--- src/rtl/core/ffwd_pkg.sv ---
// ----------------------------------------------------------------------------
// ffwd_pkg
// Shared types and constants for the first-free worker dispatch block.
// ----------------------------------------------------------------------------
package ffwd_pkg;

    localparam int TICKET_W   = 16;
    localparam int DUR_W      = 16;
    localparam int WORKER_W   = 5;
    localparam int ACT_W      = 5;
    localparam int MAX_ASSIGN = 64;
    localparam int NCNT_W     = $clog2(MAX_ASSIGN + 1);

    localparam logic FUNC_ENQ     = 1'b0;
    localparam logic FUNC_TICK    = 1'b1;
    localparam logic ST_ASSIGNED  = 1'b0;
    localparam logic ST_DROPPED   = 1'b1;

    typedef struct packed {
        logic [DUR_W-1:0]    duration;
        logic [TICKET_W-1:0] ticket;
    } job_t;

    typedef struct packed {
        logic push;
        logic pop;
    } q_cmd_t;

    typedef struct packed {
        logic full;
        logic empty;
    } q_stat_t;

    typedef struct packed {
        logic [TICKET_W-1:0] ticket;
        logic [WORKER_W-1:0] worker;
        logic                status;
    } res_t;

    typedef enum logic [3:0] {
        S_IDLE = 4'b0001,
        S_CHK  = 4'b0010,
        S_POP  = 4'b0100,
        S_FIN  = 4'b1000
    } state_t;

endpackage

--- src/rtl/core/ffwd_ram.sv ---
// ----------------------------------------------------------------------------
// ffwd_ram
// Generic single-write, single-read RAM with registered read data.
// ----------------------------------------------------------------------------
module ffwd_ram #(
    parameter int WIDTH = 32,
    parameter int DEPTH = 1024,
    localparam int AW   = (DEPTH > 1) ? $clog2(DEPTH) : 1
) (
    input  logic             clk,
    input  logic             we,
    input  logic [AW-1:0]    waddr,
    input  logic [WIDTH-1:0] wdata,
    input  logic [AW-1:0]    raddr,
    output logic [WIDTH-1:0] rdata
);

    logic [WIDTH-1:0] mem [DEPTH];
    logic [WIDTH-1:0] rdata_reg;

    always_ff @(posedge clk)
    begin
        if (we)
        begin
            mem[waddr] <= wdata;
        end
        rdata_reg <= mem[raddr];
    end

    assign rdata = rdata_reg;

endmodule

--- src/rtl/core/ffwd_pool.sv ---
// ----------------------------------------------------------------------------
// ffwd_pool
// Worker remaining-time store: RAM with per-entry valid bits so that
// entries read as idle until first written after reset.
// ----------------------------------------------------------------------------
module ffwd_pool
    import ffwd_pkg::*;
#(
    parameter int WORKERS = 16,
    localparam int WW     = (WORKERS > 1) ? $clog2(WORKERS) : 1
) (
    input  logic             clk,
    input  logic             rst_n,
    input  logic [WW-1:0]    rd_addr,
    input  logic             we,
    input  logic [WW-1:0]    wr_addr,
    input  logic [DUR_W-1:0] wr_data,
    output logic [DUR_W-1:0] rem
);

    logic [WORKERS-1:0] vld_reg;
    logic               rd_vld_reg;
    logic [DUR_W-1:0]   rdata;

    ffwd_ram #(
        .WIDTH (DUR_W),
        .DEPTH (WORKERS)
    ) u_ram (
        .clk   (clk),
        .we    (we),
        .waddr (wr_addr),
        .wdata (wr_data),
        .raddr (rd_addr),
        .rdata (rdata)
    );

    always_ff @(posedge clk or negedge rst_n)
    begin
        if (!rst_n)
        begin
            vld_reg    <= '0;
            rd_vld_reg <= 1'b0;
        end
        else
        begin
            rd_vld_reg <= vld_reg[rd_addr];
            if (we)
            begin
                vld_reg[wr_addr] <= 1'b1;
            end
        end
    end

    assign rem = rd_vld_reg ? rdata : '0;

endmodule

--- config.mk ---
export PLATFORM = sky130hd
export DESIGN_NAME = ffwd_pool
export DESIGN_NICKNAME = d
export VERILOG_FILES = /design/src/rtl/core/ffwd_pkg.sv /design/src/rtl/core/ffwd_ram.sv /design/src/rtl/core/ffwd_pool.sv
export SDC_FILE = /design/constraint.sdc
export NUM_CORES = 1
export LEC_CHECK = 0
export ABC_AREA = 1
export BUFFER_PORTS_ARGS = -buffer_cell sky130_fd_sc_hd__buf_4
export CAP_MARGIN = 20
export CORE_MARGIN = 2
export CORE_UTILIZATION = 55
export CTS_CLUSTER_DIAMETER = 40
export DETAILED_ROUTE_END_ITERATION = 6
export GPL_ROUTABILITY_DRIVEN = 0
export GPL_TIMING_DRIVEN = 0
export PLACE_DENSITY = 0.75
export SYNTH_ARGS = -nofsm -noshare
export SYNTH_HDL_FRONTEND = slang
export SYNTH_SLANG_ARGS = --single-unit
--- constraint.sdc ---
create_clock -name clk -period 0.98 [get_ports clk]
set_input_delay 0.098 -clock clk [delete_from_list [all_inputs] [get_ports clk]]
set_output_delay 0.098 -clock clk [all_outputs]
set_load 0.1 [all_outputs]
Word level (Yosys, flattened, before mapping). Memory sizes are Yosys's and may differ from the RTL's. A register that Yosys moved wholly into a read port is not among the register bits. Index checks and enable logic that the tools add are counted.

Order comparisons: 3. Multiplexer cells: 7. Bitwise operators: 1. Reduce and logical (&&, ||, !) cells: 1.

Operators by type and width (count): 16-bit 2-to-1 mux (1); 16-bit bitwise OR (1); 4-bit by 5-bit less-than comparator with 1-bit output, second input constant (2); 1-bit binary-select mux with 4-bit select (1); 1-bit demux with 4-bit select (1); 4-bit by 1-bit greater-or-equal comparator with 1-bit output, second input constant (1); 1-bit 2-to-1 mux (4); 1-bit logical AND (1).

Bits in registers: 17. Memory bits (writable): 256. Bits of input ports: 27. Output and inout port bits: 16. Word-level logic and storage cells: 15. Memories kept: 1.

Memories: u_ram.mem (depth 16, width 16, read ports 1, clocked after memory_dff 1, write ports 1, RTL line ffwd_ram.sv:18) `logic [WIDTH-1:0] mem [DEPTH];`.

Depth between registers and ports, before layout.
Depth in word-level cells: 5. Depth in mapped cells: 8. Mapped depth without buffers: 7.

Cells and area by module. A second synthesis with hierarchy kept.

Cells, all modules: 1205. Area total of the unflattened synthesis: 12310.6 µm².

Modules (own cells, without submodules): ffwd_ram (times used 1, cells each 1074, area an instance 11380.9 µm², seq. area each 8007.7 µm²); ffwd_pool (times used 1, cells each 131, area an instance 929.6 µm², seq. area each 425.4 µm²).

Least setup slack after synthesis. Ideal clock, no wire load.

Path type: reg2out. From: reg rd_vld_reg. To: out rem[10]. Arrival: 1.446 ns. Data required time: 0.882 ns. Setup slack: -0.564 ns. Stages on the path, launching flop included: 5. Buffers on the path: 2. Path through: dfrtp_1 -> clkbuf_1 -> clkbuf_1 -> nand2_1 -> inv_1.

Word-level cells in the longest chain between the ends: 1.

RTL lines: start: declaration (RTL line ffwd_pool.sv:22) `logic rd_vld_reg;`; start signal: assignment (RTL line ffwd_pool.sv:46) `rd_vld_reg <= vld_reg[rd_addr];`; 16-bit 2-to-1 mux (RTL line ffwd_pool.sv:54) `assign rem = rd_vld_reg ? rdata : '0;`; end: declaration (RTL line ffwd_pool.sv:18) `output logic [DUR_W-1:0] rem`.

No other way between the ends.

Worst setup path after layout.
From: reg rd_vld_reg. To: out rem[13].

The elaborated chain is that of the path after synthesis.

==> flow_summary.toml <==
[finish]
final_common_cell = "nand2_1"
n_fill_cell = 1472
drive_gt1_share_pct = 23.43
largest_register_ffs = 256
area_delta_synth_final_pct = 26.23
final_cells = 1599
layout_common_cells = "nand2_1 (343), edfxtp_1 (256), inv_1 (199)"
fin_area_um2 = 15360
final_util_pct = 70.62
num-nets-final = 1321
diodes = 0

[timing]
hold_viol = 0
fin_crit_ns = 1.656
slew_violations = 0
whs_ns = 0.03939
max-slew-margin-rel_pct = 41.86
period_share_pct = 168.9
rsz0062_at_grt = "true"
setup_ws_ns = -0.6757
fmax_ghz = 0.6040
tns_ns = -10.54
tightestPinTransition_ns = 0.8721
setup_viol = 25
fin_skew_ns = 0.01695

[worst_setup_path]
cp.arrival_ns = 1.56
worst_setup_path_start_kind = "register"
r2r_slack_ns = -0.05
critPathRequiredTime_ns = 0.88
path_buf_inv = 4
cp_max_fo = 8
cp_cell_sequence = "buf_8 -> clkbuf_16 -> nand2_4 -> clkinvlp_4 -> buf_12"
max_stage_delay_ns = 0.38
cp_top_family = "buffers and inverters"
cp-end-kind = "primary output"
path_class = "reg -> out"
crit_slowest_cell = "dfrtp_1"

[die]
ios = 43
die_h_um = 152.8
die_w_um = 152.8
row_count = 54
core_um2 = 21760
die_area_um2 = 23340
start_util_pct = 55.95

[clocking]
htree_levels = 2
cts-root-buf = "clkbuf_16"
cts-buffers-inserted = 36
cts_tree = "built"
clk_pin_slew_ns = 0.05
clock_latency_ns = 0.51
cts.sinks = 289
cts_max_path_buffers = 3

[route]
avgViaCountPerCell = 5.596
drc = 0
via_count = 8948
wl_per_cell_um = 20.92
wirelength_mm = 33.45
drt_first_pass_iters = 6
ant_nets = 0
drt_iter0_drc = 1037

[logic_synthesis]
ys_seq_area_share_pct = 69.28
synth_seq_cells = 289
ys_warn_count = 0
synthCells = 1193
syn-num-nets = 1220
yosys.cell_types.count = 15
synthesis.area_um2 = 12170
syn_avg_cell_area_um2 = 10.20

[global_routing]
grt_max_degree = 18
grt_overflow = 0
grt_pass1_vias = 8704
grt_usage_pct = 27.76
grt_first_pass_wirelength_mm = 48.71
antenna_found_initial = 0

[placement]
place_area_um2 = 13150
dp_cells = 1512
dp.final_hpwl_mm = 19.71
portBuffers = 39
pre_cts_ws_ns = -0.6426

[worst_hold_path]
hp-class = "in -> reg"

[status]
status = "finished with violations"
failed_checks = "setup timing"

[power_and_ir_drop]
ir_worst_vdd_mv = 1.483
power_density_nw_per_um2 = 2000
leakage_nw = 6.585
power_mw = 30.73

[flow_run]
maxCapViolations = 0
## final timing paths
| path | from | to | cells after the start |
|---|---|---|---|
| max | rd_vld_reg | rem[13] | 5 |
| min | rd_addr[3] | u_ram.rdata[4] | 3 |
| max reg2reg | u_ram.mem[10][14] | u_ram.rdata[14] | 6 |
| min reg2reg | vld_reg[15] | vld_reg[15] | 2 |
| max in group asynchronous | rst_n | vld_reg[6] | 3 |
| min in group asynchronous | rst_n | vld_reg[9] | 3 |
## cells by family (layout without fill, tap and decap cells)
family                 after synthesis  count (layout)  share of synthesized area, %
AO/OA/AOI/OAI                       16              16                        0.6579
buffers and inverters              287             413                         9.385
flip-flops                         289             289                         69.28
AND/OR/NAND/NOR                    601             601                         20.67
## where the power goes
part	internal (mW)	switching, mW	leakage, nW
logic	0.977	2.23	3.40
registers	13.7	0.113	2.60
clock network	8.72	4.98	0.590
total	23.4	7.32	6.58
## worst min-delay path, stage by stage
cell and delay [ns]:
buf_2 0.22, nand3_2 0.14, nand2_1 0.05
## synth_stat cells (all sizes together)
library cell	count	area (um2)
buf	34	192.7
clkbuf	22	82.58
clkinv	2	7.510
dfrtp	17	425.4
dfxtp	16	320.3
edfxtp	256	7687
inv	229	859.6
nand2	375	1408
nand3	208	1041
nor2	18	67.56
o21ai	16	80.08
## final cells by class
class / instances / area (um2) / share of cell area (%)
clock buffers: 41 / 940.9 / 6.124
well taps: 280 / 350.3 / 2.280
plain buffers: 56 / 337.8 / 2.199
clock inverters: 22 / 291.5 / 1.897
repair buffers: 63 / 703.2 / 4.577
flip-flops and latches: 289 / 8433 / 54.89
multi-input cells: 617 / 3357 / 21.85
inverters: 231 / 950.9 / 6.189
## layer usage
| layer | up-vias | global-route usage [%] | wire length [um] | share of wire [%] |
|---|---|---|---|---|
| met5 | - | 0 | 0 | 0 |
| met2 | 538 | 45.91 | 16150 | 48 |
| met3 | 118 | 6.797 | 3470 | 10 |
| li1 | 4026 | - | - | - |
| met1 | 4266 | 35.21 | 12410 | 37 |
| met4 | 0 | 11.82 | 1425 | 4.3 |
## repair_timing
action                                 4_1_cts  5_1_grt
setup endpoints to repair                   31       49
buffers inserted                             4        1
gates resized for setup                     76      125
gates cloned                                 1        0
endpoints found under the hold margin      273        0
pin swaps                                   31       63
hold buffers                                18        0
No activity file was read; power rests on OpenSTA's default activity.
